--- src/hw/rtl/gms_pkg.sv ---
// Shared types and constants for the grouped mean / standard deviation block.
// Used by gms_datapath, gms_ctrl and grouped_mean_stddev_top. No dependencies.
package gms_pkg;

    localparam int IN_TDATA_W  = 56;   // a, b, c, is_male padded to bytes
    localparam int IN_TUSER_W  = 1;    // opcode
    localparam int OUT_TDATA_W = 64;   // count, mean, std, flags padded to bytes
    localparam int OUT_TUSER_W = 4;    // group_sel, measure_sel
    localparam int FIELD_W     = 16;   // input measurement field width
    localparam int CNT_OUT_W   = 7;
    localparam int Q_OUT_W     = 24;

    localparam logic OP_ADD    = 1'b0;
    localparam logic OP_REPORT = 1'b1;

    localparam logic [1:0] GRP_ALL    = 2'd0;
    localparam logic [1:0] GRP_MALE   = 2'd1;
    localparam logic [1:0] GRP_FEMALE = 2'd2;
    localparam logic [1:0] MEAS_LAST  = 2'd2;

    typedef enum logic [3:0] {
        S_IDLE,
        S_P1_GO,
        S_P1,
        S_DIV1_GO,
        S_DIV1,
        S_P2_GO,
        S_P2,
        S_DIV2_GO,
        S_DIV2,
        S_SQRT_GO,
        S_SQRT,
        S_EMIT
    } t_state;

    typedef struct packed {
        logic add;        // store one record
        logic rep_start;  // report begins: select first group/measure
        logic walk_go;    // start a walk over the store
        logic pass2;      // walk accumulates squared deviations
        logic div_go;     // start the shared divider
        logic div_var;    // divide sq sum by n-1 (else sum*256 by n)
        logic sqrt_go;    // start the square root on the quotient
        logic take_mean;
        logic take_sd;
        logic load_out;   // load the result register
        logic next_sel;
        logic clear;      // empty the store after the report
    } t_cmd;

    typedef struct packed {
        logic walk_done;
        logic unit_done;
        logic n_ge1;
        logic n_ge2;
        logic out_free;
        logic last_sel;
    } t_sts;

endpackage

--- src/hw/rtl/grouped_mean_stddev_top.sv ---
// Add request: stored (dropped with the overflow flag set when full), one per cycle
// while no report is running. Report request: nine results, each from a first walk
// over the store, a 64-step divide, a second walk, a 64-step divide and a 32-step root;
// groups under two records skip the second half. Results leave through a register.
// Reset (synchronous, active low) empties the store and clears the overflow flag.
// Depends on gms_pkg, gms_ctrl, gms_datapath, gms_ram.
module grouped_mean_stddev_top
    import gms_pkg::*;
#(
    parameter int MAX_RECORDS  = 64,
    parameter int MEASURE_BITS = 16
) (
    input  logic                   i_clk,
    input  logic                   i_rst_n,
    input  logic                   s_axis_tvalid,
    output logic                   s_axis_tready,
    // [15:0] measure_a, [31:16] measure_b, [47:32] measure_c, [48] is_male
    input  logic [IN_TDATA_W-1:0]  s_axis_tdata,
    // [0] opcode
    input  logic [IN_TUSER_W-1:0]  s_axis_tuser,
    output logic                   m_axis_tvalid,
    input  logic                   m_axis_tready,
    // [6:0] group_count, [30:7] mean_q8, [54:31] std_q8, [55] mean_valid,
    // [56] std_valid, [57] overflowed
    output logic [OUT_TDATA_W-1:0] m_axis_tdata,
    // [1:0] group_sel, [3:2] measure_sel
    output logic [OUT_TUSER_W-1:0] m_axis_tuser,
    output logic                   m_axis_tlast
);
    t_cmd cmd;
    t_sts sts;

    // controller takes requests only while idle; a result may still be waiting
    gms_ctrl u_ctrl (
        .i_clk      (i_clk),
        .i_rst_n    (i_rst_n),
        .i_s_tvalid (s_axis_tvalid),
        .i_opcode   (s_axis_tuser[0]),
        .o_s_tready (s_axis_tready),
        .i_sts      (sts),
        .o_cmd      (cmd)
    );

    gms_datapath #(
        .MAX_RECORDS  (MAX_RECORDS),
        .MEASURE_BITS (MEASURE_BITS)
    ) u_dp (
        .i_clk      (i_clk),
        .i_rst_n    (i_rst_n),
        .i_cmd      (cmd),
        .o_sts      (sts),
        .i_s_tdata  (s_axis_tdata),
        .i_m_tready (m_axis_tready),
        .o_m_tvalid (m_axis_tvalid),
        .o_m_tdata  (m_axis_tdata),
        .o_m_tuser  (m_axis_tuser),
        .o_m_tlast  (m_axis_tlast)
    );
endmodule

--- src/hw/rtl/gms_ram.sv ---
// Generic single-write, single-read RAM with registered read data.
// No dependencies.
module gms_ram #(
    parameter int W = 8,
    parameter int D = 16
) (
    input  logic                                i_clk,
    input  logic                                i_we,
    input  logic [((D > 1) ? $clog2(D) : 1)-1:0] i_waddr,
    input  logic [W-1:0]                        i_wdata,
    input  logic [((D > 1) ? $clog2(D) : 1)-1:0] i_raddr,
    output logic [W-1:0]                        o_rdata
);
    logic [W-1:0] r_mem [D];
    logic [W-1:0] r_rdata;

    always_ff @(posedge i_clk) begin
        if (i_we) begin
            r_mem[i_waddr] <= i_wdata;
        end
        r_rdata <= r_mem[i_raddr];
    end

    assign o_rdata = r_rdata;
endmodule

--- src/hw/rtl/gms_datapath.sv ---
// Datapath: record store, walk accumulators, shared divider / square root
// unit and the result register. Depends on gms_pkg and gms_ram.
module gms_datapath
    import gms_pkg::*;
#(
    parameter int MAX_RECORDS  = 64,
    parameter int MEASURE_BITS = 16
) (
    input  logic                   i_clk,
    input  logic                   i_rst_n,
    input  t_cmd                   i_cmd,
    output t_sts                   o_sts,
    input  logic [IN_TDATA_W-1:0]  i_s_tdata,
    input  logic                   i_m_tready,
    output logic                   o_m_tvalid,
    output logic [OUT_TDATA_W-1:0] o_m_tdata,
    output logic [OUT_TUSER_W-1:0] o_m_tuser,
    output logic                   o_m_tlast
);
    localparam int MB   = MEASURE_BITS;
    localparam int AW   = (MAX_RECORDS > 1) ? $clog2(MAX_RECORDS) : 1;
    localparam int CNTW = $clog2(MAX_RECORDS + 1);
    localparam int MW   = MB + 8;
    localparam int SW   = MB + CNTW;
    localparam int RW   = 3 * MB + 1;

    // store
    logic [CNTW-1:0] r_count;
    logic            r_ovf;
    logic            full;
    logic [RW-1:0]   wdata, rdata;
    logic [MB-1:0]   fa, fb, fc;

    // walk
    logic [CNTW-1:0] r_idx;
    logic            r_walk, r_rd_vld, r_pass2, r_p_vld;
    logic [1:0]      r_g, r_m;
    logic [MB-1:0]   x;
    logic            in_grp;
    logic [MW-1:0]   x8, d;
    logic [2*MW-1:0] d_sq;
    logic [CNTW-1:0] r_n;
    logic [SW-1:0]   r_sum;
    logic [63:0]     r_p, r_sq;
    logic [64:0]     sq_add;
    logic [MW-1:0]   r_mean;
    logic [31:0]     r_sd;

    // divider / sqrt unit
    logic            r_busy, r_is_sqrt;
    logic [5:0]      r_step;
    logic [63:0]     r_dq;
    logic [CNTW-1:0] r_drem, r_dvs;
    logic [CNTW:0]   drem_sh;
    logic [34:0]     r_rem, rem_sh, trial;
    logic [31:0]     r_root;

    // result register
    logic                   r_out_vld;
    logic [OUT_TDATA_W-1:0] r_tdata;
    logic [OUT_TUSER_W-1:0] r_tuser;
    logic                   r_tlast;
    logic [CNT_OUT_W-1:0]   cnt_sat;
    logic [Q_OUT_W-1:0]     mean_sat, sd_sat;
    logic [CNTW+CNT_OUT_W-1:0] n_ext;
    logic [MW+Q_OUT_W-1:0]  mean_ext;

    assign fa = MB'({24'd0, i_s_tdata[15:0]});
    assign fb = MB'({24'd0, i_s_tdata[31:16]});
    assign fc = MB'({24'd0, i_s_tdata[47:32]});
    assign wdata = {i_s_tdata[48], fc, fb, fa};
    assign full  = (r_count >= CNTW'(MAX_RECORDS));

    gms_ram #(.W(RW), .D(MAX_RECORDS)) u_store (
        .i_clk   (i_clk),
        .i_we    (i_cmd.add && !full),
        .i_waddr (r_count[AW-1:0]),
        .i_wdata (wdata),
        .i_raddr (r_idx[AW-1:0]),
        .o_rdata (rdata)
    );

    always_ff @(posedge i_clk) begin
        if (!i_rst_n) begin
            r_count <= '0;
            r_ovf   <= 1'b0;
        end else if (i_cmd.clear) begin
            r_count <= '0;
            r_ovf   <= 1'b0;
        end else if (i_cmd.add) begin
            if (full) r_ovf <= 1'b1;
            else      r_count <= r_count + CNTW'(1);
        end
    end

    // group / measure selection of the record being read
    always_comb begin
        case (r_m)
            2'd0:    x = rdata[MB-1:0];
            2'd1:    x = rdata[2*MB-1:MB];
            default: x = rdata[3*MB-1:2*MB];
        endcase
        case (r_g)
            GRP_ALL:  in_grp = 1'b1;
            GRP_MALE: in_grp = rdata[RW-1];
            default:  in_grp = !rdata[RW-1];
        endcase
    end

    assign x8 = {x, 8'd0};
    assign d  = (x8 >= r_mean) ? (x8 - r_mean) : (r_mean - x8);
    assign d_sq = d * d;
    assign sq_add = {1'b0, r_sq} + {1'b0, r_p};

    always_ff @(posedge i_clk) begin
        if (!i_rst_n) begin
            r_walk   <= 1'b0;
            r_rd_vld <= 1'b0;
            r_p_vld  <= 1'b0;
        end else begin
            r_rd_vld <= r_walk;
            r_p_vld  <= r_rd_vld && r_pass2 && in_grp;
            if (i_cmd.walk_go) begin
                r_walk <= (r_count != '0);
            end else if (r_walk && (r_idx + CNTW'(1) == r_count)) begin
                r_walk <= 1'b0;
            end
        end
    end

    always_ff @(posedge i_clk) begin
        if (i_cmd.walk_go) begin
            r_idx   <= '0;
            r_pass2 <= i_cmd.pass2;
        end else if (r_walk) begin
            r_idx <= r_idx + CNTW'(1);
        end
        r_p <= 64'(d_sq);
        if (i_cmd.walk_go && !i_cmd.pass2) begin
            r_n    <= '0;
            r_sum  <= '0;
            r_sq   <= '0;
            r_mean <= '0;
            r_sd   <= '0;
        end else begin
            if (r_rd_vld && !r_pass2 && in_grp) begin
                r_n   <= r_n + CNTW'(1);
                r_sum <= r_sum + SW'(x);
            end
            if (r_p_vld) r_sq <= sq_add[64] ? '1 : sq_add[63:0];
            if (i_cmd.take_mean) r_mean <= r_dq[MW-1:0];
            if (i_cmd.take_sd)   r_sd   <= r_root;
        end
    end

    // shared unit: restoring divide (64 steps) or digit-by-digit root (32 steps)
    assign drem_sh = {r_drem, r_dq[63]};
    assign rem_sh  = {r_rem[32:0], r_dq[63:62]};
    assign trial   = {1'b0, r_root, 2'b01};

    always_ff @(posedge i_clk) begin
        if (!i_rst_n) begin
            r_busy <= 1'b0;
        end else if (i_cmd.div_go || i_cmd.sqrt_go) begin
            r_busy <= 1'b1;
        end else if (r_busy && r_step == '0) begin
            r_busy <= 1'b0;
        end
    end

    always_ff @(posedge i_clk) begin
        if (i_cmd.div_go) begin
            r_is_sqrt <= 1'b0;
            r_step    <= 6'd63;
            r_drem    <= '0;
            r_dq      <= i_cmd.div_var ? r_sq : 64'({r_sum, 8'd0});
            r_dvs     <= i_cmd.div_var ? (r_n - CNTW'(1)) : r_n;
        end else if (i_cmd.sqrt_go) begin
            r_is_sqrt <= 1'b1;
            r_step    <= 6'd31;
            r_rem     <= '0;
            r_root    <= '0;
        end else if (r_busy) begin
            r_step <= r_step - 6'd1;
            if (r_is_sqrt) begin
                r_dq <= {r_dq[61:0], 2'b00};
                if (rem_sh >= trial) begin
                    r_rem  <= rem_sh - trial;
                    r_root <= {r_root[30:0], 1'b1};
                end else begin
                    r_rem  <= rem_sh;
                    r_root <= {r_root[30:0], 1'b0};
                end
            end else if (drem_sh >= {1'b0, r_dvs}) begin
                r_drem <= CNTW'(drem_sh - {1'b0, r_dvs});
                r_dq   <= {r_dq[62:0], 1'b1};
            end else begin
                r_drem <= drem_sh[CNTW-1:0];
                r_dq   <= {r_dq[62:0], 1'b0};
            end
        end
    end

    // group / measure sequencing
    always_ff @(posedge i_clk) begin
        if (i_cmd.rep_start) begin
            r_g <= GRP_ALL;
            r_m <= 2'd0;
        end else if (i_cmd.next_sel) begin
            if (r_m == MEAS_LAST) begin
                r_m <= 2'd0;
                r_g <= r_g + 2'd1;
            end else begin
                r_m <= r_m + 2'd1;
            end
        end
    end

    // saturation to the result field widths
    assign n_ext    = {{CNT_OUT_W{1'b0}}, r_n};
    assign cnt_sat  = (n_ext > (CNTW+CNT_OUT_W)'(127)) ? '1 : n_ext[CNT_OUT_W-1:0];
    assign mean_ext = {{Q_OUT_W{1'b0}}, r_mean};
    assign mean_sat = (mean_ext > (MW+Q_OUT_W)'(24'hFFFFFF)) ? '1 : mean_ext[Q_OUT_W-1:0];
    assign sd_sat   = (r_sd[31:24] != 8'd0) ? '1 : r_sd[23:0];

    always_ff @(posedge i_clk) begin
        if (!i_rst_n) begin
            r_out_vld <= 1'b0;
        end else if (i_cmd.load_out) begin
            r_out_vld <= 1'b1;
        end else if (i_m_tready) begin
            r_out_vld <= 1'b0;
        end
    end

    always_ff @(posedge i_clk) begin
        if (i_cmd.load_out) begin
            r_tdata <= {6'd0, r_ovf, (r_n > CNTW'(1)), (r_n != '0),
                        sd_sat, mean_sat, cnt_sat};
            r_tuser <= {r_m, r_g};
            r_tlast <= (r_g == GRP_FEMALE) && (r_m == MEAS_LAST);
        end
    end

    assign o_m_tvalid = r_out_vld;
    assign o_m_tdata  = r_tdata;
    assign o_m_tuser  = r_tuser;
    assign o_m_tlast  = r_tlast;

    assign o_sts.walk_done = !r_walk && !r_rd_vld && !r_p_vld;
    assign o_sts.unit_done = !r_busy;
    assign o_sts.n_ge1     = (r_n != '0);
    assign o_sts.n_ge2     = (r_n > CNTW'(1));
    assign o_sts.out_free  = !r_out_vld || i_m_tready;
    assign o_sts.last_sel  = (r_g == GRP_FEMALE) && (r_m == MEAS_LAST);

    a_count_bound: assert property (@(posedge i_clk) disable iff (!i_rst_n)
        r_count <= CNTW'(MAX_RECORDS))
        else $error("record count beyond capacity");
    a_unit_idle_start: assert property (@(posedge i_clk) disable iff (!i_rst_n)
        (i_cmd.div_go || i_cmd.sqrt_go) |-> !r_busy)
        else $error("unit started while busy");
    a_walk_idle_start: assert property (@(posedge i_clk) disable iff (!i_rst_n)
        i_cmd.walk_go |-> (!r_walk && !r_rd_vld))
        else $error("walk started while walking");
    a_load_free: assert property (@(posedge i_clk) disable iff (!i_rst_n)
        i_cmd.load_out |-> (!r_out_vld || i_m_tready))
        else $error("result register overwritten");
endmodule

--- src/hw/rtl/gms_ctrl.sv ---
// Controller FSM: sequences adds, the two walks, divide, root and emission.
// Depends on gms_pkg.
module gms_ctrl
    import gms_pkg::*;
(
    input  logic  i_clk,
    input  logic  i_rst_n,
    input  logic  i_s_tvalid,
    input  logic  i_opcode,
    output logic  o_s_tready,
    input  t_sts  i_sts,
    output t_cmd  o_cmd
);
    t_state r_state, n_state;
    logic   acc;

    assign acc = i_s_tvalid && (r_state == S_IDLE);

    always_ff @(posedge i_clk) begin
        if (!i_rst_n) r_state <= S_IDLE;
        else          r_state <= n_state;
    end

    always_comb begin
        n_state = r_state;
        unique case (r_state)
            S_IDLE:    if (acc && i_opcode == OP_REPORT) n_state = S_P1_GO;
            S_P1_GO:   n_state = S_P1;
            S_P1:      if (i_sts.walk_done) n_state = i_sts.n_ge1 ? S_DIV1_GO : S_EMIT;
            S_DIV1_GO: n_state = S_DIV1;
            S_DIV1:    if (i_sts.unit_done) n_state = i_sts.n_ge2 ? S_P2_GO : S_EMIT;
            S_P2_GO:   n_state = S_P2;
            S_P2:      if (i_sts.walk_done) n_state = S_DIV2_GO;
            S_DIV2_GO: n_state = S_DIV2;
            S_DIV2:    if (i_sts.unit_done) n_state = S_SQRT_GO;
            S_SQRT_GO: n_state = S_SQRT;
            S_SQRT:    if (i_sts.unit_done) n_state = S_EMIT;
            S_EMIT:    if (i_sts.out_free) n_state = i_sts.last_sel ? S_IDLE : S_P1_GO;
            default:   n_state = S_IDLE;
        endcase
    end

    always_comb begin
        o_cmd      = '0;
        o_s_tready = 1'b0;
        unique case (r_state)
            S_IDLE: begin
                o_s_tready    = 1'b1;
                o_cmd.add       = acc && (i_opcode == OP_ADD);
                o_cmd.rep_start = acc && (i_opcode == OP_REPORT);
            end
            S_P1_GO:   o_cmd.walk_go = 1'b1;
            S_DIV1_GO: o_cmd.div_go = 1'b1;
            S_DIV1:    o_cmd.take_mean = i_sts.unit_done;
            S_P2_GO: begin
                o_cmd.walk_go = 1'b1;
                o_cmd.pass2   = 1'b1;
            end
            S_DIV2_GO: begin
                o_cmd.div_go  = 1'b1;
                o_cmd.div_var = 1'b1;
            end
            S_SQRT_GO: o_cmd.sqrt_go = 1'b1;
            S_SQRT:    o_cmd.take_sd = i_sts.unit_done;
            S_EMIT: begin
                o_cmd.load_out = i_sts.out_free;
                o_cmd.next_sel = i_sts.out_free && !i_sts.last_sel;
                o_cmd.clear    = i_sts.out_free && i_sts.last_sel;
            end
            default: ;
        endcase
    end
endmodule

--- config.mk ---
export PLATFORM = sky130hd
export DESIGN_NAME = grouped_mean_stddev_top
export DESIGN_NICKNAME = d
export VERILOG_FILES = /design/src/hw/rtl/gms_pkg.sv /design/src/hw/rtl/grouped_mean_stddev_top.sv /design/src/hw/rtl/gms_ram.sv /design/src/hw/rtl/gms_datapath.sv /design/src/hw/rtl/gms_ctrl.sv
export SDC_FILE = /design/constraint.sdc
export NUM_CORES = 2
export LEC_CHECK = 0
export BUFFER_PORTS_ARGS = -buffer_cell sky130_fd_sc_hd__buf_2
export CAP_MARGIN = 20
export CORE_ASPECT_RATIO = 0.6
export CORE_UTILIZATION = 57
export DETAILED_ROUTE_END_ITERATION = 7
export PLACE_DENSITY = 0.76
export SYNTH_ARGS = -nofsm -noshare
export SYNTH_HDL_FRONTEND = slang
export SYNTH_SLANG_ARGS = --single-unit
--- constraint.sdc ---
create_clock -name i_clk -period 10.9 [get_ports i_clk]
set_input_delay 1.09 -clock i_clk [delete_from_list [all_inputs] [get_ports i_clk]]
set_output_delay 1.09 -clock i_clk [all_outputs]
set_load 0.02 [all_outputs]
==> metrics.yaml <==
gr-total-overflow: 0
yosysSeqAreaShare: 0.661
cts_root_buffer: "clkbuf_16"
vias_per_cell: 6.69
area_growth_pct: 11.8
cp.required_ps: 11690
synth_fa_ha_area_frac: 0.0779
slew_viol_final: 0
row_count: 150
r2r_slack_ps: 220
nets: 10300
cts.sinks: 3624
dr.pass1.iters: 6
netlist_instances: 9045
vias: 90300
grt_first_pass_wirelength_um: 648000
wl_per_cell_um: 34.0
cts_buffers: 317
clockBufferDepth: 4
ant_nets: 0
cp.arrival_ps: 11470
htreeDepth: 5
hold_viol: 0
synth_simple_gate_area_share: 0.0340
netlist.area_leader.share: 0.625
relSlewSlack: 0.199
drive_gt1_frac: 0.238
synth_area_leader_cell: "edfxtp_1"
ys_seq_elements: 3624
path_class: "flop to flop"
fin_util: 0.642
fin_worst_skew_ps: 69.3
path_clk_slew_ps: 70
ys_warn_count: 0
syn-cell-area_um2: 160000
cp_slowest_stage_delay_ps: 580
crit_path_max_fanout: 6
startpoint_type: "flop"
dp_hpwl_um: 257000
fin_area_um2: 179000
tightest_slew_ps: 1200
fmax_ghz: 0.0936
start_util: 0.574
clk_latency_ps: 900
grt_pass1_vias: 88500
synthArstFlopShare: 0
synthXorXnorAreaFrac: 0.0125
gp_congestion: 0.948
synth_top_family_by_area: "multiplexers"
cts_hold_buf: 0
tritoncts: "done"
synthFlopType: "edfxtp_1"
drc: 0
finalWorstSetupSlack_ps: 219
outcome: "finished, final reports clean"
die_area_um2: 283000
seq_area_um2: 106000
io_pins: 132
die-height_um: 413
routed_wl_um: 459000
holdWs_ps: 451
synth_area_leaders: "edfxtp_1 (63%), mux4_2 (14%), fa_1 (5.3%)"
antenna_found_initial: 35
finalSetupViolCount: 0
finalCritPeriodShare: 0.980
synth_cell_types: 93
fillers: 18300
place_area_um2: 168000
io_buffers: 118
multi_input_area_um2: 50500
synth.area.mux_share: 0.152
grt_usage: 0.323
fp.coreArea_um2: 279000
hp-class: "flop to flop"
avgSynthCellArea_um2: 17.7
die-width_um: 686
synth_edf_count: 3336
cp-end-kind: "flop"
fin_crit_ps: 10680
cp_slowest_cell: "fa_1"
crit_top_cell: "fa_1"
synth-compound-area-share: 0.0339
grt_start_max_net_pins: 142
dr.first_iter.drc_count: 14400
cap_viol_max_count: 0
dp_slack_ps: -209
[metrics by stage]
step | cells | setup TNS (ps)
after global placement | 12900 | -804
after global routing | 13500 | -93.6
final | 13500 | 0
after floorplan | 9050 | 0
after CTS | 13500 | 0
after detailed placement | 12900 | -1160
[worst paths after layout]
path / from / end / cells past startpoint
worst min register to register: u_dp.r_sd[11]$_SDFFE_PP0P_ / u_dp.r_sd[11]$_SDFFE_PP0P_ / 2
worst max register to register: u_dp.r_m[0]$_SDFFE_PP0P_ / u_dp.r_p[36]$_DFF_P_ / 42
worst max-delay path: u_dp.r_m[0]$_SDFFE_PP0P_ / u_dp.r_p[36]$_DFF_P_ / 42
worst min-delay path: u_dp.r_sd[11]$_SDFFE_PP0P_ / u_dp.r_sd[11]$_SDFFE_PP0P_ / 2
[flip-flops by register name (all words and copies together), names as in the netlist, 23 cells and up]
register	count
u_dp.o_m_tdata	58
u_dp.r_dq	64
u_dp.r_mean	24
u_dp.r_p	47
u_dp.r_rem	33
u_dp.r_root	32
u_dp.r_sd	32
u_dp.r_sq	64
u_dp.r_sum	23
u_dp.u_store.o_rdata	49
u_dp.u_store.r_mem	3136
[critical path: cells and delay by family, from the launching register on]
kind            cells  cell delay [ps]
compound gates     11             1710
xor+xnor            2              600
fa+ha+maj           9             4250
buf+inv            13             1790
flops               1              540
mux                 2              680
simple gates        5              950
[layer usage]
layer  vias up  part of all wire  track usage
met1     46500              0.39        0.487
met3       982              0.15        0.109
met5         -           0.00036            0
li1      35600                 -            -
met2      7192              0.42        0.448
met4        24             0.036        0.106
[synth_stat cells, drive strengths merged (15+ instances only)]
master	number
o21bai	23
a22oi	24
mux2i	131
ha	318
fa	425
and2	15
o21a	30
nor2b	27
dfxtp	288
nand2	507
buf	146
mux2	16
nand4	30
clkbuf	324
a211oi	22
mux4	1014
o21ai	249
or2	36
a21oi	257
nor2	414
nand2b	30
inv	721
xnor2	131
nor3	36
a21o	93
and3	40
edfxtp	3336
xor2	83
a31oi	55
nand3	50
[cell usage in the layout (no fill, tap or decap), types with 50 or more instances in the layout]
cell type,instances
inv_1,696
nand2_1,504
a31oi_1,54
o21ai_0,240
mux2i_1,125
xor2_1,72
nor2_1,343
dfxtp_1,278
xnor2_1,121
clkbuf_16,330
ha_1,315
buf_2,118
fa_1,417
clkinv_2,57
a21oi_1,249
clkbuf_1,60
edfxtp_1,3336
buf_4,427
mux4_2,1014
nor2_4,69
a21o_1,92
nand3_1,50
[area by class of cell]
cell class / instances / share of cell area
sequential: 3624 / 0.591
multi-input combinational: 4235 / 0.282
clock buffer: 408 / 0.0487
timing repair buffer: 600 / 0.0271
tap: 3724 / 0.0260
inverter: 721 / 0.0152
clock inverter: 168 / 0.00959
antenna: 12 / 0.000168
[cells by family (layout without fill, tap and decap cells)]
kind of cell / count (synthesis) / in the layout
AOI/OAI and AO/OA: 869 / 869
DFF: 3624 / 3624
other: 1 / 18
adders and majority gates: 743 / 743
xor gates and xnor gates: 214 / 214
and+or+nand+nor: 1242 / 1242
muxes: 1161 / 1161
buffers and inverters: 1191 / 1897
[timing repair]
item                       CTS  global route
setup endpoints to repair   10            18
cloned                       0             1
buffers inserted             1            15
pin swaps                    1            22
hold endpoints to repair     0             0
resized for setup            4            66
Power is left out: the tool's default activity adds up to more than one toggle a clock period on the data nets, which glitch-free logic cannot reach.
